$ cat src/rtl/fbsz_pkg.sv
`timescale 1ns / 1ps
// shared types and constants of the frame blit block
// used by fbsz_ctrl, fbsz_dp and frame_blit_scroll_zoom_fade_top
package fbsz_pkg;

  // default frame store size
  localparam int unsigned MAX_WIDTH_DEF  = 128;
  localparam int unsigned MAX_HEIGHT_DEF = 64;

  // coordinate register width: largest zoomed coordinate is 255*32767>>12
  localparam int unsigned CW = 11;
  // zoom reciprocal fraction bits (Q3.12)
  localparam int unsigned ZFRAC = 12;
  // bit-serial remainder: numerator width and step counter width
  localparam int unsigned MOD_BITS = 9;
  localparam int unsigned CNT_W    = $clog2(MOD_BITS);

  // configuration port
  localparam int unsigned CFG_IDX_W  = 3;
  localparam int unsigned CFG_DATA_W = 15;

  localparam logic [CFG_IDX_W-1:0] CFG_MODE   = 3'd0;
  localparam logic [CFG_IDX_W-1:0] CFG_WIDTH  = 3'd1;
  localparam logic [CFG_IDX_W-1:0] CFG_HEIGHT = 3'd2;
  localparam logic [CFG_IDX_W-1:0] CFG_ALPHA  = 3'd3;
  localparam logic [CFG_IDX_W-1:0] CFG_SCROLL = 3'd4;
  localparam logic [CFG_IDX_W-1:0] CFG_ZINV   = 3'd5;
  localparam logic [CFG_IDX_W-1:0] CFG_ZOFF   = 3'd6;

  // render modes
  localparam logic [1:0] MODE_COPY   = 2'd0;
  localparam logic [1:0] MODE_FADE   = 2'd1;
  localparam logic [1:0] MODE_SCROLL = 2'd2;
  localparam logic [1:0] MODE_ZOOM   = 2'd3;

  // item function
  localparam logic FUNC_LOAD   = 1'b0;
  localparam logic FUNC_RENDER = 1'b1;

  // unity alpha in Q1.8
  localparam logic [8:0] ALPHA_ONE = 9'd256;

  typedef struct packed {
    logic capture;   // take a new item
    logic mod_step;  // one remainder step on both lanes
    logic mul_x;     // multiply shifted column by zoom reciprocal
    logic mul_y;     // keep column, multiply row
    logic zoom_fin;  // keep row
    logic check;     // bounds check and store address
    logic write;     // write frame store
    logic read;      // read frame store
    logic emit;      // load result registers
  } fbsz_cmd_t;

  typedef struct packed {
    logic [1:0] mode;
    logic       mod_last;
  } fbsz_status_t;

endpackage

$ cat src/rtl/fbsz_ctrl.sv
`timescale 1ns / 1ps
// sequencer of the frame blit block: one item at a time through its steps
// depends on fbsz_pkg
module fbsz_ctrl
  import fbsz_pkg::*;
(
  input  logic         clk_i,
  input  logic         rst_ni,
  input  logic         start,
  input  logic         func_i,
  input  fbsz_status_t status_i,
  output fbsz_cmd_t    cmd_o,
  output logic         busy_o,
  output logic         done_o
);

  typedef enum logic [3:0] {
    S_IDLE,
    S_MOD,
    S_MULX,
    S_MULY,
    S_ZFIN,
    S_CHK,
    S_STORE,
    S_READ,
    S_OUT
  } state_e;

  state_e state_q, state_d;
  logic   ld_q, ld_d;
  logic   busy_q;
  logic   done_q;
  logic   accept;

  assign accept = start & ~busy_q;

  always_comb begin
    state_d = state_q;
    ld_d    = ld_q;
    case (state_q)
      S_IDLE: begin
        if (accept) begin
          ld_d = (func_i == FUNC_LOAD);
          if (func_i == FUNC_LOAD) begin
            state_d = S_CHK;
          end else begin
            case (status_i.mode)
              MODE_SCROLL: state_d = S_MOD;
              MODE_ZOOM:   state_d = S_MULX;
              default:     state_d = S_CHK;
            endcase
          end
        end
      end
      S_MOD: begin
        if (status_i.mod_last) begin
          state_d = S_CHK;
        end
      end
      S_MULX:  state_d = S_MULY;
      S_MULY:  state_d = S_ZFIN;
      S_ZFIN:  state_d = S_CHK;
      S_CHK:   state_d = ld_q ? S_STORE : S_READ;
      S_STORE: state_d = S_IDLE;
      S_READ:  state_d = S_OUT;
      S_OUT:   state_d = S_IDLE;
      default: state_d = S_IDLE;
    endcase
  end

  always_comb begin
    cmd_o          = '0;
    cmd_o.capture  = accept;
    cmd_o.mod_step = (state_q == S_MOD);
    cmd_o.mul_x    = (state_q == S_MULX);
    cmd_o.mul_y    = (state_q == S_MULY);
    cmd_o.zoom_fin = (state_q == S_ZFIN);
    cmd_o.check    = (state_q == S_CHK);
    cmd_o.write    = (state_q == S_STORE);
    cmd_o.read     = (state_q == S_READ);
    cmd_o.emit     = (state_q == S_OUT);
  end

  always_ff @(posedge clk_i or negedge rst_ni) begin
    if (!rst_ni) begin
      state_q <= S_IDLE;
      ld_q    <= 1'b0;
      busy_q  <= 1'b0;
      done_q  <= 1'b0;
    end else begin
      state_q <= state_d;
      ld_q    <= ld_d;
      busy_q  <= (state_d != S_IDLE);
      done_q  <= (state_q == S_OUT);
    end
  end

  assign busy_o = busy_q;
  assign done_o = done_q;

endmodule

$ cat config.mk
export PLATFORM = sky130hd
export DESIGN_NAME = fbsz_ctrl
export DESIGN_NICKNAME = d
export VERILOG_FILES = /design/src/rtl/fbsz_pkg.sv /design/src/rtl/fbsz_ctrl.sv
export SDC_FILE = /design/constraint.sdc
export NUM_CORES = 1
export LEC_CHECK = 0
export BUFFER_PORTS_ARGS = -buffer_cell sky130_fd_sc_hd__buf_2
export CORE_AREA = 2 2 39 41
export DETAILED_ROUTE_END_ITERATION = 7
export DIE_AREA = 0 0 41 43
export PLACE_DENSITY_LB_ADDON = 0.12
export SYNTH_ARGS = -nofsm -noshare
export SYNTH_HDL_FRONTEND = slang
export SYNTH_SLANG_ARGS = --single-unit
$ cat constraint.sdc
create_clock -name clk_i -period 1.34 [get_ports clk_i]
set_clock_uncertainty 0.05 [all_clocks]
set_input_delay 0 -clock clk_i [delete_from_list [all_inputs] [get_ports clk_i]]
set_output_delay 0 -clock clk_i [all_outputs]
set_load 0.01 [all_outputs]
* Word-level counts from Yosys, hierarchy flattened
Cells that the tools add are included.
** Word-level totals
- Flip-flop bits (word level) :: 7
- Input bits :: 7
- Output and inout bits :: 11
- Word-level logic and storage cells :: 26
** Operators by class
- Eq/ne operators :: 10
- Mux-type cells :: 6
- Reductions and logical operators :: 3
- Bitwise operators :: 3
** Operator list (count)
- case mux 4 bit (7 select lines) :: 1
- equality test 4 x 3 -> 1 bit (second input constant) :: 4
- equality test 4 x 2 -> 1 bit (second input constant) :: 2
- 2-to-1 mux 4 bit :: 2
- case mux 3 bit (2 select lines) :: 1
- equality test 2 bit (second input constant) :: 2
- equality test 4 x 1 -> 1 bit (second input constant) :: 1
- equality test 4 bit (second input constant) :: 1
- zero test 4 bit :: 1
- nonzero test 4 bit :: 1
- 2-to-1 mux 3 bit :: 1
- inverter 1 bit :: 2
- AND reduction 2 bit :: 1
- AND 1 bit :: 1
- 2-to-1 mux 1 bit :: 1

* Logic depth before layout (Yosys ltp)
Gate-level depths: netlist of the first run.
- Word-level depth :: 6
- Gate-level depth with buffers :: 5
- Mapped depth without buffers :: 4

* Worst setup path before layout of the first run
No wires, ideal clock.
- Kind :: register -> register
- From :: reg state_q[0]
- To :: reg busy_q (netlist: busy_o)
- Stages on the path, launching flop included :: 6
- Slack :: -0.141 ns
- Library setup time :: 0.139 ns
- Data required time :: 1.151 ns
- Arrival time :: 1.293 ns
- Clock period less this slack :: 1.481 ns
- Path buffers :: 1
- Cell sequence :: dfrtp_1 buf_6 nor2_8 xor2_2 o32ai_1 or4_1
** Between the ends
- Cells in the longest elaborated chain, start to end :: 3
- Elaborated cells on any way between the ends :: 11
- Classes of those cells :: eq/ne: 6; mux: 3; reduce/logical: 2
** Ends and longest elaborated chain
- from (decl) :: RTL line fbsz_ctrl.sv:29 : state_e state_q, state_d;
- from (signal assigned) :: RTL line fbsz_ctrl.sv:91 : state_q <= state_d;
- equality test 4 x 3 -> 1 bit, or another cell as far along :: RTL line fbsz_ctrl.sv:40 : case (state_q)
- case mux 4 bit (7 select lines) * :: RTL line fbsz_ctrl.sv:40
- via state_d[0] :: RTL line fbsz_ctrl.sv:29
- nonzero test 4 bit * :: RTL line fbsz_ctrl.sv:93 : busy_q <= (state_d != S_IDLE);
- to (signal assigned) :: RTL line fbsz_ctrl.sv:93
- to (decl) :: RTL line fbsz_ctrl.sv:31 : logic busy_q;
Mark *: on every way through the listed nets, which the timed path passes. The rest lies on a longest branch.
A chain may end at the register's enable or synchronous reset.

* Worst setup path in the final report of the first run
- From :: reg state_q[1]
- To :: reg busy_q (netlist: busy_o)
** Between the ends
- Cells in the longest elaborated chain, start to end :: 3
- Elaborated cells on any way between the ends :: 11
- Classes of those cells :: eq/ne: 6; mux: 3; reduce/logical: 2
** Ends and longest elaborated chain (RTL line)
- equality test 4 x 3 -> 1 bit, or another cell as far along :: fbsz_ctrl.sv:40
- case mux 4 bit (7 select lines) * :: fbsz_ctrl.sv:40
- via state_d[2] :: fbsz_ctrl.sv:29
- nonzero test 4 bit * :: fbsz_ctrl.sv:93
Marked as above.

==> impl_metrics.py, run 1 <==
metrics = {
    "yosys": {
        "muxShareOfSynthArea_pct": 2.62,
        "synth-simple-area-share_pct": 35.0,
        "synthArstFlopShare_pct": 100,
        "synthCells": 44,
        "ys_seq_area_share_pct": 40.8,
        "synth-main-ff-cell": "dfrtp_1",
        "synthesis.area_um2": 429,
        "synth_top_family_by_area": "simple AND/OR/NAND/NOR gates",
        "avgSynthCellArea_um2": 9.75,
        "synth_fa_ha_area_share_pct": 0,
        "synth-compound-area-share_pct": 7.29,
        "yosysWarnings": 0,
        "syn_nets": 51,
        "ys_seq_elements": 7,
        "synth_xor_area_share_pct": 3.79,
        "synthDistinctLibCells": 23,
        "synth_edf_count": 0,
    },
    "worst_hold_path": {
        "hp-class": "primary input to flop",
    },
    "place": {
        "dp_hpwl_um": 812,
        "place_ws_ns": -0.185,
        "place.gp.congestion": 0.745,
        "port_buffers": 17,
    },
    "die": {
        "row_count": 14,
        "die-area_um2": 1760,
        "initial_core_util_pct": 31.0,
        "pin_count": 18,
        "core_area_um2": 1380,
        "die_w_um": 41,
        "die_y_um": 43,
    },
    "job": {
        "drv_cap": 0,
    },
    "worst_setup_path": {
        "setup.worst_path.class": "flop to flop",
        "setup.worst_path.start_class": "flop",
        "worst_setup_path_end_kind": "flop",
        "slowest_stage": "or4_1",
        "required_ns": 1.41,
        "critPathArrivalTime_ns": 1.53,
        "cp_max_fo": 5,
        "max_stage_delay_ns": 0.47,
        "r2r_setup_slack_ns": -0.12,
        "worstPathCellList": "o21ai_1 > mux2_4 > o22ai_1 > or4_1",
    },
    "grt": {
        "grt_max_degree": 8,
        "first_global_vias": 440,
        "antenna_found_initial": 0,
        "globalRouteTotalUtil_pct": 15.8,
        "grt_overflow": 0,
        "grt_pass1_wl_um": 1820,
    },
    "final_layout": {
        "num_antenna_cells": 0,
        "syn2layout_area_growth_pct": 83.7,
        "drive_above_1_share_pct": 66.3,
        "nNetsFinal": 88,
        "final_core_util_pct": 57.0,
    },
    "timing": {
        "final_max_slew_viol_count": 0,
        "fin_ws_ns": -0.119,
        "finalCritPeriodShare_pct": 109,
        "fin_crit_ns": 1.46,
        "rsz0062_at_grt": "yes",
        "tightestPinTransition_ns": 0.240,
        "final-hold-violation-count": 0,
        "holdWs_ns": 0.0388,
        "setup_viol": 8,
        "slew_headroom_pct": 84.0,
        "fmax_ghz": 0.686,
    },
    "outcome": {
        "violations": "setup timing",
        "status": "finished with violations",
    },
    "drt": {
        "num_vias": 453,
        "drtIter0Drc": 6,
        "dr.pass1.iters": 4,
        "drt-vias-per-instance": 4.72,
        "wl_per_cell_um": 12.4,
        "drt_wl_total_um": 1190,
        "ant_nets": 0,
        "drc": 0,
    },
    "clock_network": {
        "clk_pin_slew_ns": 0.05,
        "cts.path.max_buffers": 2,
        "htreeDepth": 1,
        "cts.sink_count": 7,
        "cts_buffers": 3,
        "cts_tree": "yes",
        "insertion_delay_ns": 0.25,
        "clock-root-buffer": "clkbuf_4",
    },
    "power": {
        "leakagePower_nw": 0.394,
        "powerDensity_nw_per_um2": 2310,
        "ir_drop_v": 0.00101,
        "power_w": 0.00182,
    },
}
==> cells by family after synthesis <==
kind of cell,count (synthesis)
simple gates,25
flops,7
compound gates,5
buf+inv,5
xor+xnor,1
mux,1
==> state kept, by name, summed over array words and instances (netlist names) <==
name	count
state_q	4
ld_q	1
busy_o	1
done_o	1
==> critical path, delay by kind of cell (launching register included) <==
family | cells | cell delay, ns
AO/OA/AOI/OAI | 2 | 0.21
flip-flops | 1 | 0.45
multiplexers | 1 | 0.15
AND/OR/NAND/NOR | 1 | 0.47
==> final timing paths <==
kind	cells past startpoint	start	to
max	4	state_q[1]$_DFF_PN0_	busy_o$_DFF_PN0_
min reg2reg	2	ld_q$_DFFE_PN0P_	ld_q$_DFFE_PN0P_
max reg2reg	4	state_q[1]$_DFF_PN0_	busy_o$_DFF_PN0_
max in group asynchronous	2	rst_ni	state_q[0]$_DFF_PN0_
min	3	status_i[2]	state_q[2]$_DFF_PN0_
min in group asynchronous	2	rst_ni	busy_o$_DFF_PN0_
==> synth_stat cells, types with 2 or more instances <==
| cell | count | area (um2) |
|---|---|---|
| and3_1 | 2 | 12.5 |
| buf_4 | 3 | 22.5 |
| buf_6 | 2 | 22.5 |
| dfrtp_1 | 7 | 175 |
| nand2_1 | 4 | 15.0 |
| nand2b_1 | 2 | 12.5 |
| nor2_1 | 4 | 15.0 |
| nor3_1 | 4 | 20.0 |
| o21ai_0 | 2 | 10.0 |
==> routing by layer <==
layer,track usage [%],routed length [um]
met1,16.7,436
met2,26.3,679
met3,7.85,70
met4,4.00,0
met5,0,0
==> final cells by class <==
class	instances	area (um2)
Multi-Input combinational cell	32	280
Clock buffer	4	26.3
Tap cell	16	20.0
Sequential cell	7	179
Fill cell	141	596
Timing Repair Buffer	37	283
==> where the power goes <==
group | total, W | internal (W) | switching [W] | leakage, nW
clock network | 0.000195 | 0.000114 | 0.0000813 | 0.0150
registers | 0.000441 | 0.000300 | 0.000141 | 0.0825
logic | 0.00119 | 0.000698 | 0.000488 | 0.297
total | 0.00182 | 0.00111 | 0.000710 | 0.394
==> what timing repair did <==
item	in CTS	in global routing
gates resized for setup	15	9
pin swaps	6	3
setup endpoints to repair	11	11
endpoints found under the hold margin	8	0
hold buffers	2	0
setup buffers	3	2
==> per-stage QoR <==
step                cells  instance area, um2  setup TNS [ns]
finish                 96                 788          -0.405
global placement       85                 606          -0.212
CTS                    94                 729          -0.382
floorplan              44                 448         -0.0720
global route           96                 788           -1.06
detailed placement     85                 606          -0.185
==> placed cells by master (no fill, tap or decap), types with 2 or more instances in the layout <==
cell type	synthesis	final
nor2_1	4	3
nand2_1	4	3
dfrtp_1	7	4
dfrtp_2	0	3
nand2b_4	0	2
buf_6	2	10
dlygate4sd3_1	0	2
clkbuf_4	0	3
and3_1	2	2
buf_4	3	10
buf_2	0	15
nor3_2	0	3
No activity file was read; power rests on OpenSTA's default activity.
==> run 2, diff against run 1 <==
ABC_CLOCK_PERIOD_IN_PS = 1600   (was default)
clock period = 1.6 ns   (was 1.34 ns; I/O delays follow)
==> run 2 against run 1 <==
Against the previous run:
- the flow now finishes without violations
- final cell count shrank 11%
- non-clock buffer count down 11
- die area did not move
- clock-buffer cell count unchanged
==> impl_metrics.py, run 2 (synthesized netlist as in run 1, its figures left out) <==
metrics = {
    "timing": {
        "fin_crit_ns": 1.52,
        "setup_viol": 0,
        "final.setup.tns_ns": 0,
        "slew_headroom_pct": 77.2,
        "fmax_ghz": 0.660,
        "finalCritPeriodShare_pct": 94.7,
        "final_max_slew_viol_count": 0,
        "tightestPinTransition_ns": 0.337,
        "rsz0062_at_grt": "no",
        "final-hold-violation-count": 0,
    },
    "clock_network": {
        "cts_tree": "yes",
        "cts.sink_count": 7,
        "cts_buffers": 3,
        "cts.path.max_buffers": 2,
        "insertion_delay_ns": 0.25,
        "htreeDepth": 1,
        "clk_pin_slew_ns": 0.05,
        "clock-root-buffer": "clkbuf_4",
    },
    "power": {
        "powerDensity_nw_per_um2": 1840,
        "leakagePower_nw": 0.301,
        "ir_drop_v": 0.000749,
    },
    "worst_setup_path": {
        "worst_setup_path_end_kind": "flop",
        "reg2reg_depth": 4,
        "setup.worst_path.start_class": "flop",
        "setup.worst_path.class": "flop to flop",
        "cp_max_fo": 5,
        "required_ns": 1.67,
        "critPathArrivalTime_ns": 1.59,
    },
    "grt": {
        "globalRouteTotalUtil_pct": 13.3,
        "first_global_vias": 367,
        "antenna_found_initial": 0,
        "grt_max_degree": 9,
        "grt_pass1_wl_um": 1520,
        "grt_overflow": 0,
    },
    "drt": {
        "drt-vias-per-instance": 4.64,
        "drt_wl_total_um": 967,
        "dr.pass1.iters": 2,
        "num_vias": 394,
        "drc": 0,
        "ant_nets": 0,
        "drtIter0Drc": 6,
        "wl_per_cell_um": 11.4,
    },
    "final_layout": {
        "layout_commonest_cell": "buf_2",
        "drive_above_1_share_pct": 46.4,
        "final_cell_mix": "17 x buf_2, 7 x buf_4, 5 x dfrtp_1",
        "design_area_um2": 591,
        "final_cells": 85,
        "largest_register": "state_q",
        "syn2layout_area_growth_pct": 37.6,
        "nNetsFinal": 77,
        "num_antenna_cells": 0,
        "largest_reg_flops": 4,
    },
    "job": {
        "drv_cap": 0,
    },
    "die": {
        "die_w_um": 41,
        "pin_count": 18,
        "row_count": 14,
        "initial_core_util_pct": 31.0,
        "die_y_um": 43,
        "core_area_um2": 1380,
        "die-area_um2": 1760,
    },
    "place": {
        "placed_area_um2": 542,
        "dp_hpwl_um": 730,
        "place.gp.congestion": 0.711,
        "dp.cells": 79,
        "port_buffers": 17,
    },
    "worst_hold_path": {
        "hp-class": "primary input to flop",
        "hold_path_depth": 3,
    },
    "outcome": {
        "status": "finished clean",
    },
}
## run 2: cell types whose count changed in the layout (fill, tap and decap cells not counted), sizes merged
cell	delta
buf	-11
## run 2: final timing paths
path	start	to	slack (ns)
setup / recovery	state_q[0]$_DFF_PN0_	busy_o$_DFF_PN0_	0.08
hold / removal	status_i[2]	state_q[2]$_DFF_PN0_	0.04
setup reg to reg	state_q[0]$_DFF_PN0_	busy_o$_DFF_PN0_	0.08
hold reg to reg	ld_q$_DFFE_PN0P_	ld_q$_DFFE_PN0P_	0.43
max in group asynchronous	rst_ni	state_q[0]$_DFF_PN0_	1.26
min in group asynchronous	rst_ni	busy_o$_DFF_PN0_	0.07
## run 2: power by group
part           switching, W  internal [W]
registers          0.000105      0.000249
logic              0.000270      0.000299
clock network     0.0000676     0.0000953
## run 2: repair_timing
item / 4_1_cts / 5_1_grt
resized for setup: 0 / 2
setup endpoints to repair: 0 / 3
hold endpoints to repair: 8 / 0
hold buffers: 2 / 0
buffers inserted: 0 / 0
## run 2: metrics by stage
stage | setup WS (ns) | util (%) | total power (W) | hold WS, ns
6_report | 0.0843 | 42.7 | 0.00109 | 0.0446
5_1_grt | 0.0120 | 42.7 | 0.00118 | 0.0469
4_1_cts | 0.0215 | 42.5 | 0.00109 | 0.0414
3_5_place_dp | 0.0409 | 39.2 | 0.000914 | -0.206
3_3_place_gp | 0.0372 | 39.2 | 0.000930 | -0.205
2_1_floorplan | 0.119 | - | 0.000746 | -0.346
## run 2: cell type report
| type | instances | area [um2] |
|---|---|---|
| sequential | 7 | 178 |
| fill | 141 | 793 |
| clock buffer | 4 | 26.3 |
| timing repair buffer | 26 | 158 |
| tap | 16 | 20.0 |
| multi-input combinational | 32 | 209 |
## run 2: layer usage
metal  part of all wire [%]  wire, um  track usage, %  up-vias
met2                     49       469            18.8       15
li1                       -         -               -      202
met5                      0         0               0        -
met4                    1.0        10            10.0        0
met1                     46       443            17.6      175
met3                    4.4        43            1.57        2
## run 2: critical path, cell delays in order (launching register included)
cell	delay [ns]
dfrtp_2	0.46
nor2_8	0.15
xor2_2	0.13
o32ai_1	0.09
or4_1	0.50
==> run 3, diff against run 2 <==
CTS_BUF_LIST = sky130_fd_sc_hd__clkbuf_8   (was default)
==> run 3 against run 2 <==
Against the previous run:
- routed wire length is 1.3% lower
- die area stayed put
- global-route usage stayed put
- via count is 0.76% lower
- sequential power hardly changed
- fmax hardly changed
- sequential share of layout area is 0.93 points lower
- total power is 8.2% higher
- largest cell class unchanged
- highest routed layer unchanged
==> impl_metrics.py, run 3 (synthesized netlist as in run 1, its figures left out) <==
metrics = {
    "clock_network": {
        "cts_buffers": 3,
        "clock-root-buffer": "clkbuf_8",
        "cts.path.max_buffers": 2,
        "cts_tree": "yes",
        "cts.sink_count": 7,
        "htreeDepth": 1,
        "insertion_delay_ns": 0.23,
        "clk_pin_slew_ns": 0.04,
    },
    "timing": {
        "fin_crit_ns": 1.52,
        "fmax_ghz": 0.660,
        "final_max_slew_viol_count": 0,
        "final-hold-violation-count": 0,
        "slew_headroom_pct": 77.9,
        "setup_viol": 0,
        "final.setup.tns_ns": 0,
        "tightestPinTransition_ns": 0.327,
        "rsz0062_at_grt": "no",
        "finalCritPeriodShare_pct": 94.7,
    },
    "grt": {
        "first_global_vias": 360,
        "antenna_found_initial": 0,
        "globalRouteTotalUtil_pct": 13.3,
        "grt_pass1_wl_um": 1490,
        "grt_overflow": 0,
        "grt_max_degree": 9,
    },
    "die": {
        "initial_core_util_pct": 31.0,
        "die_w_um": 41,
        "core_area_um2": 1380,
        "die_y_um": 43,
        "row_count": 14,
        "die-area_um2": 1760,
        "pin_count": 18,
    },
    "drt": {
        "drt_wl_total_um": 954,
        "ant_nets": 0,
        "drtIter0Drc": 4,
        "num_vias": 391,
        "drt-vias-per-instance": 4.60,
        "drc": 0,
        "wl_per_cell_um": 11.2,
        "dr.pass1.iters": 2,
    },
    "final_layout": {
        "final_cell_mix": "17 x buf_2, 7 x buf_4, 5 x dfrtp_1",
        "final_cells": 85,
        "largest_reg_flops": 4,
        "num_antenna_cells": 0,
        "drive_above_1_share_pct": 46.4,
        "nNetsFinal": 77,
        "layout_commonest_cell": "buf_2",
        "largest_register": "state_q",
        "syn2layout_area_growth_pct": 42.0,
    },
    "worst_setup_path": {
        "r2r_setup_slack_ns": 0.08,
        "worstPathCellList": "nor2_8 > xor2_2 > o32ai_1 > or4_1",
        "path_depth": 4,
        "slowest_stage": "or4_1",
        "critPathArrivalTime_ns": 1.57,
        "max_stage_delay_ns": 0.50,
        "cp-endpoint": "busy_o$_DFF_PN0_",
        "worst_setup_path_end_kind": "flop",
        "setup.worst_path.class": "flop to flop",
        "cp-startpoint": "state_q[0]$_DFF_PN0_",
        "cp_max_fo": 5,
        "required_ns": 1.65,
        "critical_path.top_delay_family": "simple AND/OR/NAND/NOR gates",
        "reg2reg_to": "busy_o$_DFF_PN0_",
        "reg2reg_depth": 4,
        "setup.worst_path.start_class": "flop",
        "reg2reg_from": "state_q[0]$_DFF_PN0_",
        "cp_num_buf_inv": 0,
    },
    "place": {
        "place.gp.congestion": 0.711,
        "port_buffers": 17,
        "dp_hpwl_um": 730,
        "dp.cells": 79,
    },
    "power": {
        "leakagePower_nw": 0.313,
        "ir_drop_v": 0.000785,
        "powerDensity_nw_per_um2": 1930,
    },
    "worst_hold_path": {
        "hp-class": "primary input to flop",
    },
    "outcome": {
        "status": "finished clean",
    },
    "job": {
        "drv_cap": 0,
    },
}
==> run 3: cell count changes in the layout (fill, tap and decap cells not counted), sizes merged <==
cell,delta
clkbuf,-1
inv,+1
==> run 3: timing repair <==
action                                  4_1_cts  5_1_grt
endpoints found under the setup margin        0        2
endpoints found under the hold margin         8        0
buffers inserted                              0        0
hold buffers                                  2        0
gates resized for setup                       0        2
==> run 3: routing by layer <==
layer	part of all wire, %	routed length (um)	global-route usage (%)
met3	4.5	43	0
met5	0	0	0
met4	3.2	31	14.0
met2	45	425	18.1
met1	48	455	17.3
==> run 3: worst register-to-register path, cell delays in order (launching register included) <==
cell	delay (ns)
dfrtp_2	0.46
nor2_8	0.15
xor2_2	0.13
o32ai_1	0.09
or4_1	0.50
==> run 3: worst min-delay path by stage <==
stage	depth (start not counted)	slack (ns)	start	to
after global routing	3	0.08	status_i[2]	state_q[2]$_DFF_PN0_
after CTS	3	0.07	status_i[2]	state_q[2]$_DFF_PN0_
final	3	0.06	status_i[2]	state_q[2]$_DFF_PN0_
after detailed placement	1	-0.21	rst_ni	done_o$_DFF_PN0_
after global placement	1	-0.21	rst_ni	state_q[1]$_DFF_PN0_
after floorplan	0	-0.35	rst_ni	busy_o$_DFF_PN0_
==> run 3: final cells by class <==
class / count / area, um2
Multi-Input combinational cell: 32 / 209
Timing Repair Buffer: 26 / 158
Sequential cell: 7 / 178
Clock inverter: 1 / 3.75
Clock buffer: 3 / 41.3
Tap cell: 16 / 20.0
Fill cell: 141 / 774
==> run 3: metrics by stage <==
| stage | setup WS [ns] | instance area (um2) | hold WS, ns | power [W] | utilization [%] |
|---|---|---|---|---|---|
| after detailed placement | 0.0409 | 542 | -0.206 | 0.000914 | 39.2 |
| after global routing | 0.0160 | 609 | 0.0785 | 0.00126 | 44.0 |
| final | 0.0849 | 609 | 0.0620 | 0.00117 | 44.0 |
| after global placement | 0.0372 | 542 | -0.205 | 0.000930 | 39.2 |
| after floorplan | 0.119 | 429 | -0.346 | 0.000746 | - |
| after CTS | 0.0270 | 607 | 0.0670 | 0.00118 | 43.9 |
==> run 3: where the power goes <==
group / leakage, nW / internal [W] / total [W] / switching (W)
Clock: 0.0269 / 0.000167 / 0.000253 / 0.0000867
Sequential: 0.0839 / 0.000249 / 0.000354 / 0.000105
Combinational: 0.202 / 0.000299 / 0.000567 / 0.000268
